File: src/rtl/nixie_four_tube_scan_driver_top_macros.svh
// Assertion macros for the nixie four-tube scan driver.
// Depends on signals named clk and rst_n in the including module.
`ifndef NIXIE_FOUR_TUBE_SCAN_DRIVER_TOP_MACROS_SVH
`define NIXIE_FOUR_TUBE_SCAN_DRIVER_TOP_MACROS_SVH

// When the antecedent holds, the consequent holds in the same cycle.
`define NFTSD_ASSERT_SAME(lbl, ante, cons, msg) \
    lbl: assert property (@(posedge clk) disable iff (!rst_n) (ante) |-> (cons)) \
        else $error(msg);

// When the antecedent holds, the consequent holds in the next cycle.
`define NFTSD_ASSERT_NEXT(lbl, ante, cons, msg) \
    lbl: assert property (@(posedge clk) disable iff (!rst_n) (ante) |=> (cons)) \
        else $error(msg);

`endif

File: src/rtl/nftsd_pkg.sv
// Package of the nixie four-tube scan driver: types, register codes,
// reset values and the decimal split helpers. Depends on nothing.
package nftsd_pkg;

    localparam int unsigned CfgIdxW = 3;

    typedef enum logic [CfgIdxW-1:0] {
        REG_ON_TICKS       = 3'd0,
        REG_BLANK_TICKS    = 3'd1,
        REG_SWEEP_PERIOD   = 3'd2,
        REG_SWEEP_FRAMES   = 3'd3,
        REG_PREVIEW_SECOND = 3'd4
    } cfg_reg_t;

    localparam logic [3:0]  ON_TICKS_RST       = 4'd2;
    localparam logic [3:0]  BLANK_TICKS_RST    = 4'd1;
    localparam logic [15:0] SWEEP_PERIOD_RST   = 16'd200;
    localparam logic [7:0]  SWEEP_FRAMES_RST   = 8'd15;
    localparam logic [5:0]  PREVIEW_SECOND_RST = 6'd55;
    localparam logic [3:0]  LAST_SWEEP_DIGIT   = 4'd9;

    typedef logic [3:0] bcd_t;

    typedef struct packed {
        logic [4:0]  hour;
        logic [5:0]  minute;
        logic [5:0]  second;
        logic [30:0] epoch_seconds;
    } tick_t;

    typedef struct packed {
        logic [3:0] bcd_digit;
        logic [1:0] tube_index;
        logic       anode_on;
        logic       colon_on;
        logic       sweeping;
    } result_t;

    // What one frame-start sample of the clock time produces.
    typedef struct packed {
        bcd_t [3:0]  digits;
        logic        even;
        logic        due;
        logic [31:0] next_sweep_time;
    } sample_t;

    // Tens of a value below 64, by multiplication with a reciprocal.
    function automatic logic [2:0] div10(input logic [5:0] v);
        logic [13:0] p;
        p = {8'd0, v} * 14'd205;
        return p[13:11];
    endfunction

    function automatic bcd_t mod10(input logic [5:0] v);
        logic [5:0] t;
        t = {3'd0, div10(v)} * 6'd10;
        return 4'(v - t);
    endfunction

endpackage

File: src/rtl/nftsd_if.sv
// Handshake channels of the nixie four-tube scan driver: scan ticks in,
// scan results out, and configuration writes. Depends on nothing.
interface nftsd_tick_if;
    logic        valid;
    logic        ready;
    logic [4:0]  hour;
    logic [5:0]  minute;
    logic [5:0]  second;
    logic [30:0] epoch_seconds;

    modport source (output valid, hour, minute, second, epoch_seconds, input ready);
    modport sink   (input valid, hour, minute, second, epoch_seconds, output ready);
endinterface

interface nftsd_result_if;
    logic       valid;
    logic       ready;
    logic [3:0] bcd_digit;
    logic [1:0] tube_index;
    logic       anode_on;
    logic       colon_on;
    logic       sweeping;

    modport source (output valid, bcd_digit, tube_index, anode_on, colon_on, sweeping,
                    input ready);
    modport sink   (input valid, bcd_digit, tube_index, anode_on, colon_on, sweeping,
                    output ready);
endinterface

interface nftsd_cfg_if;
    logic        valid;
    logic        ready;
    logic [2:0]  index;
    logic [15:0] data;

    modport source (output valid, index, data, input ready);
    modport sink   (input valid, index, data, output ready);
endinterface

File: src/rtl/nftsd_sample.sv
// Frame-start time sample: BCD split of the shown fields, colon parity and
// the sweep schedule check. Depends on nftsd_pkg.
module nftsd_sample (
    input  nftsd_pkg::tick_t   tick_item,
    input  logic [5:0]         preview_second,
    input  logic [15:0]        sweep_period_s,
    input  logic [31:0]        next_sweep_time,
    input  logic               sweep_armed,
    output nftsd_pkg::sample_t smp
);
    import nftsd_pkg::*;

    logic        preview;
    logic [5:0]  left;
    logic [5:0]  right;
    logic [31:0] epoch_ext;
    logic [31:0] armed_base;
    logic [31:0] armed_second;
    logic [31:0] sched;

    assign preview = tick_item.second >= preview_second;
    assign left    = preview ? tick_item.minute : {1'b0, tick_item.hour};
    assign right   = preview ? tick_item.second : tick_item.minute;

    assign smp.digits[0] = {1'b0, div10(left)};
    assign smp.digits[1] = mod10(left);
    assign smp.digits[2] = {1'b0, div10(right)};
    assign smp.digits[3] = mod10(right);
    assign smp.even      = ~tick_item.second[0];

    // The first sample arms the schedule one period ahead; both possible
    // follow-on times are formed in parallel so no add feeds another add.
    assign epoch_ext    = {1'b0, tick_item.epoch_seconds};
    assign armed_base   = epoch_ext + {16'd0, sweep_period_s};
    assign armed_second = epoch_ext + {15'd0, sweep_period_s, 1'b0};
    assign sched        = sweep_armed ? next_sweep_time : armed_base;
    assign smp.due      = sched == epoch_ext;

    assign smp.next_sweep_time = !smp.due    ? sched
                               : sweep_armed ? next_sweep_time + {16'd0, sweep_period_s}
                                             : armed_second;

endmodule

File: src/rtl/nixie_four_tube_scan_driver_top.sv
// Top level of the nixie four-tube scan driver: tick input register, scan
// state, result register. Depends on nftsd_pkg, nftsd_if.sv, nftsd_sample.
//
// Usage. The tick channel carries one scan tick per transfer, with the
// current hour, minute, second and epoch second. Every tick yields exactly
// one transfer on the result channel: the BCD digit, the tube index, the
// anode enable, the colon and the sweep flag for that tick. The cfg channel
// writes one register per transfer (index 0 on_ticks, 1 blank_ticks,
// 2 sweep_period_s, 3 sweep_frames, 4 preview_second); it is always ready,
// and writes to other indexes are dropped. Write it only while no tick is
// in flight.
// A tick passes the tick register, then the result register. Throughput is
// one tick per cycle while the receiver is ready: the tick register feeds a
// single pass of logic into the result register, so a new tick is taken in
// the same cycle an older result leaves, and the scan state advances once
// per tick. When the receiver stalls, the result register holds its item
// and the tick register takes one more tick before tick.ready drops.
// Reset clears the scan position, the digits, the colon, the sweep state
// and the schedule, and loads the registers with their default values.
// The first frame start after reset arms the sweep schedule.
`include "nixie_four_tube_scan_driver_top_macros.svh"

module nixie_four_tube_scan_driver_top (
    input  logic           clk,
    input  logic           rst_n,
    nftsd_tick_if.sink     tick,
    nftsd_result_if.source result,
    nftsd_cfg_if.sink      cfg
);
    import nftsd_pkg::*;

    // Configuration registers.
    logic [3:0]  on_ticks_reg;
    logic [3:0]  blank_ticks_reg;
    logic [15:0] sweep_period_reg;
    logic [7:0]  sweep_frames_reg;
    logic [5:0]  preview_second_reg;

    // Pipeline registers.
    logic    in_valid_reg;
    tick_t   in_item_reg;
    logic    out_valid_reg;
    result_t out_item_reg;
    logic    advance;

    // Scan state and its next values.
    logic [1:0]  tube_reg,        tube_next;
    logic [3:0]  phase_reg,       phase_next;
    logic        gap_reg,         gap_next;
    bcd_t [3:0]  digits_reg,      digits_next;
    logic        colon_reg,       colon_next;
    logic        sweep_reg,       sweep_next;
    bcd_t        sweep_digit_reg, sweep_digit_next;
    logic [7:0]  sweep_count_reg, sweep_count_next;
    logic [31:0] next_sweep_reg,  next_sweep_next;
    logic        armed_reg,       armed_next;
    logic        pending_reg,     pending_next;
    logic        hold_reg,        hold_next;

    sample_t     smp;
    result_t     res;
    logic        frame_start;
    logic        step_tube;
    logic [3:0]  phase_inc;
    logic [3:0]  lit_ticks;
    logic [7:0]  frames;
    logic [7:0]  count_inc;

    // The configuration port never stalls.
    assign cfg.ready = 1'b1;

    always_ff @(posedge clk or negedge rst_n)
    begin
        if (!rst_n)
        begin
            on_ticks_reg       <= ON_TICKS_RST;
            blank_ticks_reg    <= BLANK_TICKS_RST;
            sweep_period_reg   <= SWEEP_PERIOD_RST;
            sweep_frames_reg   <= SWEEP_FRAMES_RST;
            preview_second_reg <= PREVIEW_SECOND_RST;
        end
        else if (cfg.valid)
        begin
            if (cfg.index == REG_ON_TICKS)       on_ticks_reg       <= cfg.data[3:0];
            if (cfg.index == REG_BLANK_TICKS)    blank_ticks_reg    <= cfg.data[3:0];
            if (cfg.index == REG_SWEEP_PERIOD)   sweep_period_reg   <= cfg.data;
            if (cfg.index == REG_SWEEP_FRAMES)   sweep_frames_reg   <= cfg.data[7:0];
            if (cfg.index == REG_PREVIEW_SECOND) preview_second_reg <= cfg.data[5:0];
        end
    end

    // A held tick moves on whenever the result register is empty or is
    // being emptied in this cycle.
    assign advance    = in_valid_reg && (!out_valid_reg || result.ready);
    assign tick.ready = !in_valid_reg || advance;

    always_ff @(posedge clk or negedge rst_n)
    begin
        if (!rst_n)
        begin
            in_valid_reg  <= 1'b0;
            out_valid_reg <= 1'b0;
        end
        else
        begin
            if (tick.ready)
            begin
                in_valid_reg <= tick.valid;
            end
            if (advance)
            begin
                out_valid_reg <= 1'b1;
            end
            else if (result.ready)
            begin
                out_valid_reg <= 1'b0;
            end
        end
    end

    always_ff @(posedge clk)
    begin
        if (tick.valid && tick.ready)
        begin
            in_item_reg.hour          <= tick.hour;
            in_item_reg.minute        <= tick.minute;
            in_item_reg.second        <= tick.second;
            in_item_reg.epoch_seconds <= tick.epoch_seconds;
        end
        if (advance)
        begin
            out_item_reg <= res;
        end
    end

    assign result.valid      = out_valid_reg;
    assign result.bcd_digit  = out_item_reg.bcd_digit;
    assign result.tube_index = out_item_reg.tube_index;
    assign result.anode_on   = out_item_reg.anode_on;
    assign result.colon_on   = out_item_reg.colon_on;
    assign result.sweeping   = out_item_reg.sweeping;

    nftsd_sample u_sample (
        .tick_item       (in_item_reg),
        .preview_second  (preview_second_reg),
        .sweep_period_s  (sweep_period_reg),
        .next_sweep_time (next_sweep_reg),
        .sweep_armed     (armed_reg),
        .smp             (smp)
    );

    // A zero lit time or a zero frame count behaves as one.
    assign lit_ticks   = (on_ticks_reg == 4'd0) ? 4'd1 : on_ticks_reg;
    assign frames      = (sweep_frames_reg == 8'd0) ? 8'd1 : sweep_frames_reg;
    assign phase_inc   = phase_reg + 4'd1;
    assign frame_start = (tube_reg == 2'd0) && (phase_reg == 4'd0) && !gap_reg && !sweep_reg;

    always_comb
    begin
        tube_next        = tube_reg;
        phase_next       = phase_reg;
        gap_next         = gap_reg;
        digits_next      = digits_reg;
        colon_next       = colon_reg;
        sweep_next       = sweep_reg;
        sweep_digit_next = sweep_digit_reg;
        sweep_count_next = sweep_count_reg;
        next_sweep_next  = next_sweep_reg;
        armed_next       = armed_reg;
        pending_next     = pending_reg;
        hold_next        = hold_reg;
        step_tube        = 1'b0;
        count_inc        = sweep_count_reg + 8'd1;

        // Frame start: sample the time, unless this is the single frame
        // after a sweep, which reuses the time sampled before the sweep.
        if (frame_start)
        begin
            if (hold_reg)
            begin
                hold_next = 1'b0;
            end
            else
            begin
                digits_next     = smp.digits;
                next_sweep_next = smp.next_sweep_time;
                armed_next      = 1'b1;
                if (smp.due)
                begin
                    sweep_next       = 1'b1;
                    sweep_digit_next = 4'd0;
                    sweep_count_next = 8'd0;
                    pending_next     = smp.even;
                    hold_next        = 1'b1;
                end
                else
                begin
                    colon_next = smp.even;
                end
            end
        end

        // The result reflects the sample but not the phase step below.
        res.bcd_digit  = sweep_next ? sweep_digit_next : digits_next[tube_reg];
        res.tube_index = tube_reg;
        res.anode_on   = !gap_reg;
        res.colon_on   = colon_next;
        res.sweeping   = sweep_next;

        if (!gap_reg)
        begin
            if (phase_inc >= lit_ticks)
            begin
                phase_next = 4'd0;
                if (blank_ticks_reg != 4'd0)
                begin
                    gap_next = 1'b1;
                end
                else
                begin
                    step_tube = 1'b1;
                end
            end
            else
            begin
                phase_next = phase_inc;
            end
        end
        else if (phase_inc >= blank_ticks_reg)
        begin
            phase_next = 4'd0;
            gap_next   = 1'b0;
            step_tube  = 1'b1;
        end
        else
        begin
            phase_next = phase_inc;
        end

        // Wrapping back to the leftmost tube ends a frame; during a sweep
        // that counts frames and steps the sweep digit.
        if (step_tube)
        begin
            tube_next = tube_reg + 2'd1;
            if ((tube_reg == 2'd3) && sweep_next)
            begin
                if (count_inc >= frames)
                begin
                    sweep_count_next = 8'd0;
                    if (sweep_digit_next >= LAST_SWEEP_DIGIT)
                    begin
                        sweep_next       = 1'b0;
                        sweep_digit_next = 4'd0;
                        colon_next       = pending_next;
                    end
                    else
                    begin
                        sweep_digit_next = sweep_digit_next + 4'd1;
                    end
                end
                else
                begin
                    sweep_count_next = count_inc;
                end
            end
        end
    end

    always_ff @(posedge clk or negedge rst_n)
    begin
        if (!rst_n)
        begin
            tube_reg        <= '0;
            phase_reg       <= '0;
            gap_reg         <= 1'b0;
            digits_reg      <= '0;
            colon_reg       <= 1'b0;
            sweep_reg       <= 1'b0;
            sweep_digit_reg <= '0;
            sweep_count_reg <= '0;
            next_sweep_reg  <= '0;
            armed_reg       <= 1'b0;
            pending_reg     <= 1'b0;
            hold_reg        <= 1'b0;
        end
        else if (advance)
        begin
            tube_reg        <= tube_next;
            phase_reg       <= phase_next;
            gap_reg         <= gap_next;
            digits_reg      <= digits_next;
            colon_reg       <= colon_next;
            sweep_reg       <= sweep_next;
            sweep_digit_reg <= sweep_digit_next;
            sweep_count_reg <= sweep_count_next;
            next_sweep_reg  <= next_sweep_next;
            armed_reg       <= armed_next;
            pending_reg     <= pending_next;
            hold_reg        <= hold_next;
        end
    end

    // The sweep digit never passes nine, and is parked at zero outside a sweep.
    `NFTSD_ASSERT_SAME(a_sweep_digit_range, 1'b1, sweep_digit_reg <= LAST_SWEEP_DIGIT, "sweep digit out of range")
    `NFTSD_ASSERT_SAME(a_sweep_idle_parked, !sweep_reg, (sweep_digit_reg == 4'd0) && (sweep_count_reg == 8'd0), "sweep counters not parked")
    // Every offered result carries a decimal digit.
    `NFTSD_ASSERT_SAME(a_result_decimal, out_valid_reg, out_item_reg.bcd_digit <= 4'd9, "result digit not decimal")
    // A started sweep is flagged on the very result of the tick that started it.
    `NFTSD_ASSERT_NEXT(a_sweep_start_flag, advance && frame_start && !hold_reg && smp.due, out_item_reg.sweeping && sweep_reg, "sweep start not flagged")

endmodule
File: src/flat_wrapper.sv
// flat-port wrapper written by rule: the top's interface ports become plain ports
module nixie_four_tube_scan_driver_top_flat import nftsd_pkg::*;
  (clk, rst_n, tick_valid, tick_hour, tick_minute, tick_second, tick_epoch_seconds, tick_ready, result_valid, result_bcd_digit, result_tube_index, result_anode_on, result_colon_on, result_sweeping, result_ready, cfg_valid, cfg_index, cfg_data, cfg_ready);
  nftsd_tick_if tick_i ();
  nftsd_result_if result_i ();
  nftsd_cfg_if cfg_i ();
  input  logic clk;
  input  logic rst_n;
  input wire logic [$bits(tick_i.valid)-1:0] tick_valid;
  input wire logic [$bits(tick_i.hour)-1:0] tick_hour;
  input wire logic [$bits(tick_i.minute)-1:0] tick_minute;
  input wire logic [$bits(tick_i.second)-1:0] tick_second;
  input wire logic [$bits(tick_i.epoch_seconds)-1:0] tick_epoch_seconds;
  output wire logic [$bits(tick_i.ready)-1:0] tick_ready;
  output wire logic [$bits(result_i.valid)-1:0] result_valid;
  output wire logic [$bits(result_i.bcd_digit)-1:0] result_bcd_digit;
  output wire logic [$bits(result_i.tube_index)-1:0] result_tube_index;
  output wire logic [$bits(result_i.anode_on)-1:0] result_anode_on;
  output wire logic [$bits(result_i.colon_on)-1:0] result_colon_on;
  output wire logic [$bits(result_i.sweeping)-1:0] result_sweeping;
  input wire logic [$bits(result_i.ready)-1:0] result_ready;
  input wire logic [$bits(cfg_i.valid)-1:0] cfg_valid;
  input wire logic [$bits(cfg_i.index)-1:0] cfg_index;
  input wire logic [$bits(cfg_i.data)-1:0] cfg_data;
  output wire logic [$bits(cfg_i.ready)-1:0] cfg_ready;
  assign tick_i.valid = tick_valid;
  assign tick_i.hour = tick_hour;
  assign tick_i.minute = tick_minute;
  assign tick_i.second = tick_second;
  assign tick_i.epoch_seconds = tick_epoch_seconds;
  assign tick_ready = tick_i.ready;
  assign result_valid = result_i.valid;
  assign result_bcd_digit = result_i.bcd_digit;
  assign result_tube_index = result_i.tube_index;
  assign result_anode_on = result_i.anode_on;
  assign result_colon_on = result_i.colon_on;
  assign result_sweeping = result_i.sweeping;
  assign result_i.ready = result_ready;
  assign cfg_i.valid = cfg_valid;
  assign cfg_i.index = cfg_index;
  assign cfg_i.data = cfg_data;
  assign cfg_ready = cfg_i.ready;
  nixie_four_tube_scan_driver_top u_core (.clk(clk), .rst_n(rst_n), .tick(tick_i), .result(result_i), .cfg(cfg_i));
endmodule
File: config.mk
export PLATFORM = sky130hd
export DESIGN_NAME = nixie_four_tube_scan_driver_top_flat
export DESIGN_NICKNAME = d
export VERILOG_FILES = /design/src/rtl/nftsd_pkg.sv /design/src/rtl/nftsd_if.sv /design/src/rtl/nftsd_sample.sv /design/src/rtl/nixie_four_tube_scan_driver_top.sv /design/src/flat_wrapper.sv
export VERILOG_INCLUDE_DIRS = /design/src /design/src/rtl
export SDC_FILE = /design/constraint.sdc
export NUM_CORES = 1
export LEC_CHECK = 0
export BUFFER_PORTS_ARGS = -buffer_cell sky130_fd_sc_hd__buf_2
export CAP_MARGIN = 15
export CORE_ASPECT_RATIO = 1.2
export CORE_UTILIZATION = 50
export CTS_BUF_LIST = sky130_fd_sc_hd__clkbuf_16
export CTS_CLUSTER_SIZE = 8
export DETAILED_ROUTE_END_ITERATION = 10
export GPL_TIMING_DRIVEN = 1
export PLACE_DENSITY = 0.79
export SYNTH_ARGS = -nofsm -noshare
export SYNTH_HDL_FRONTEND = slang
export SYNTH_SLANG_ARGS = --single-unit
File: constraint.sdc
create_clock -name clk -period 11.09 [get_ports clk]
set_input_delay 2.218 -clock clk [delete_from_list [all_inputs] [get_ports clk]]
set_output_delay 2.218 -clock clk [all_outputs]
set_load 0.02 [all_outputs]
==> metrics.md <==
| Metric | Value |
|---|---|
| Final Hold Viols | `0` |
| Layout area overhead | `9.577%` |
| Largest net degree at the start of global routing | `76` |
| Largest register FFs | `48` |
| Vias in the first global route | `10930` |
| Tot GR Track Use | `26.94%` |
| Finished Core Util | `55.99%` |
| Post-synth top flop | `dfrtp_1` |
| FFs w/ async S/R, synth | `66.27%` |
| Max Clock Freq | `145.6 MHz` |
| DR WL/cell | `19.28 µm` |
| Final WL | `34790 µm` |
| Synth Register Bits | `169` |
| Register area share after synthesis | `34.72%` |
| Deepest clock path buffer count | `2` |
| GP Congestion | `0.9750` |
| Final nets | `1676` |
| Fill cells | `2243` |
| Pwr Total | `2.735 mW` |
| TNS Setup | `0 ns` |
| Synthesized area | `13050 µm²` |
| Clock buffer count from CTS | `17` |
| Via Count | `11090` |
| Required @ worst endpoint | `11.28 ns` |
| Starting Density | `51.09%` |
| Hold_buf cts | `0` |
| Post-CTS sizing | `0` |
| Post-CTS Setup Inserts | `0` |
| Synthesized Nets | `1616` |
| CTS tree | `built` |
| Final Skew | `0.009222 ns` |
| Inst Count DP | `1771` |
| Layout cells sized above 1 | `14.52%` |
| Crit Path Class | `flip-flop to flip-flop` |
| Worst Path Max Fanout | `10` |
| Setup ws final | `4.221 ns` |
| Die Y | `179.0 µm` |
| Worst Tran Pin Value | `1.081 ns` |
| I/O Buffers | `82` |
| Min-delay worst type | `flip-flop to flip-flop` |
| Number of synthesized flops with an enable pin | `57` |
| CP Launch Type | `flip-flop` |
| GRT overflow | `0` |
| Die area | `26750 µm²` |
| Final setup viols | `0` |
| RSZ-0062 raised after global routing | `false` |
| Period utilization | `61.93%` |
| CORE AREA | `25540 µm²` |
| Maxcap violations | `0` |
| Pins Over Slew Limit | `0` |
| CP arrival | `7.06 ns` |
| PD cells | `191.2 nW/µm²` |
| Non-filler cells, final | `1805` |
| CP Capture Type | `flip-flop` |
| Die Wd | `149.5 µm` |
| Yosys warnings | `0` |
| Drt first pass iters | `5` |
| Routed vias/inst | `6.144` |
| Site Rows | `64` |
| CTS H-tree depth | `4` |
| Num ports | `84` |
| Antenna Nets Post-Route | `0` |
| LEAKAGE | `6.389 nW` |
| Post-Synthesis Cells | `1401` |
| Worst vdd ir | `0.1862 mV` |
| First-pass GRT wire length | `55950 µm` |
| Initial antenna violation count | `1` |
| Syn Area/Cell | `9.316 µm²` |
| Number of remaining DRC errors | `0` |
| Root Buffer | `clkbuf_16` |
| Clock-pin slew on the worst setup and hold paths | `0.07 ns` |
| Max_slew headroom | `25.85%` |
| Status | `completed` |
| Synth cell types | `84` |
| Clk sinks | `169` |
| Starting DRT DRC Count | `913` |
| Dpl hpwl | `25500 µm` |
| Crit path time final | `6.869 ns` |
| Placement Setup Slack | `4.279 ns` |
| Worst skew pair latency | `0.45 ns` |
## metal layers
layer / global-route usage (%) / part of all wire, % / vias to the layer above
met5: 0 / 0 / -
met4: 12.16 / 3.5 / 0
met3: 4.504 / 5.9 / 89
met2: 46.18 / 49 / 411
met1: 33.01 / 41 / 5348
li1: - / - / 5242
## through the flow
step           hold WS [ns]  area (µm²)
2_1_floorplan        0.4410       13050
3_3_place_gp         0.4545       13750
3_5_place_dp         0.4619       13750
4_1_cts              0.4769       14290
5_1_grt              0.4954       14300
6_report             0.4750       14300
## area by class of cell
type | instances | area, µm² | area share [%]
multi-input combinational | 1087 | 7963 | 55.68
sequential | 169 | 4533 | 31.70
timing repair buffer | 95 | 510.5 | 3.570
clock buffer | 17 | 425.4 | 2.975
tap | 330 | 412.9 | 2.887
inverter | 91 | 341.6 | 2.388
clock inverter | 15 | 112.6 | 0.7874
antenna | 1 | 2.502 | 0.01750
## kinds of logic (layout without fill, tap and decap cells)
family | count (synthesis) | after routing | synth area share [%]
and+or+nand+nor | 440 | 440 | 16.40
AOI/OAI and AO/OA | 344 | 344 | 17.70
DFF | 169 | 169 | 34.72
buffers and inverters | 145 | 218 | 4.295
adders and majority gates | 143 | 143 | 14.69
xor gates and xnor gates | 98 | 98 | 6.682
muxes | 61 | 61 | 5.484
other | 1 | 2 | 0.02873
## final timing paths
check	startpoint	to	slack, ns	cells after the start
min reg2reg	u_core.digits_reg[15]	u_core.digits_reg[15]	0.48	2
min	u_core.digits_reg[15]	u_core.digits_reg[15]	0.48	2
max	u_core.preview_second_reg[2]	u_core.result.bcd_digit[3]	4.22	24
max in group asynchronous	rst_n	u_core.armed_reg	7.87	2
max reg2reg	u_core.preview_second_reg[2]	u_core.result.bcd_digit[3]	4.22	24
min in group asynchronous	rst_n	u_core.sweep_frames_reg[6]	1.80	1
## critical path, cell delays in order (launching register included)
cell and delay [ns]:
dfstp_2 0.51, inv_1 0.04, ha_1 0.17, a2111o_1 0.45, o21ai_0 0.35, buf_4 0.27
mux2_2 0.40, ha_1 0.33, fa_1 0.46, fa_1 0.47, ha_1 0.22, or4_1 0.47
a21oi_1 0.16, o211ai_1 0.12, a21oi_1 0.27, xnor2_1 0.25, ha_1 0.21, inv_1 0.05
fa_1 0.37, xor2_1 0.20, xnor2_1 0.15, xnor2_1 0.15, a21oi_1 0.09, a311oi_1 0.30
o31ai_1 0.12
## placed cells by master (no fill, tap or decap), drive strengths merged, types with 10 or more instances in the layout
master  instances
buf            95
a211oi         28
a21o           27
or2            10
mux2i          16
or3            12
o211ai         12
ha            126
dfstp          14
and3           11
nand2b         15
nor2           89
edfxtp         57
fa             17
xnor2          55
and2           11
a31oi          12
mux2           41
nand4          25
xor2           42
nand2         150
a21oi          71
clkbuf         17
dfrtp          98
o22ai          11
nand3          41
nor3           26
inv            98
nor2b          11
o21ai          91
nor4           14
## synth_stat cells (5+ instances only)
master	instances	area, µm²
a211o_1	7	61.31
a211oi_1	25	187.7
a21o_1	27	202.7
a21oi_1	68	340.3
a22o_1	5	43.79
a311oi_1	6	52.55
a31oi_1	12	75.07
a32oi_1	5	43.79
and2_1	11	68.82
and3_1	11	68.82
and4_1	8	70.07
buf_2	7	35.03
clkbuf_1	41	153.9
dfrtp_1	98	2452
dfstp_2	14	367.9
edfxtp_1	57	1712
fa_1	17	340.3
ha_1	126	1577
inv_1	89	334.1
mux2_2	39	439.2
mux2i_1	16	160.2
nand2_1	150	563.0
nand2b_1	15	93.84
nand3_1	41	205.2
nand3b_1	5	37.54
nand4_1	25	156.4
nor2_1	89	334.1
nor2b_1	11	68.82
nor3_1	25	125.1
nor4_1	13	81.33
o211ai_1	10	75.07
o21a_1	8	60.06
o21ai_0	85	425.4
o21bai_1	5	37.54
o22ai_1	11	68.82
o31ai_1	5	37.54
or2_2	10	62.56
or3_1	12	75.07
xnor2_1	55	481.7
xor2_1	42	367.9
## where the power goes
group / total [mW] / internal [mW] / switching (mW)
sequential: 0.839 / 0.748 / 0.0911
clock: 0.568 / 0.291 / 0.277
combinational: 1.33 / 0.575 / 0.753
total: 2.73 / 1.61 / 1.12
No activity file was read; power rests on OpenSTA's default activity.
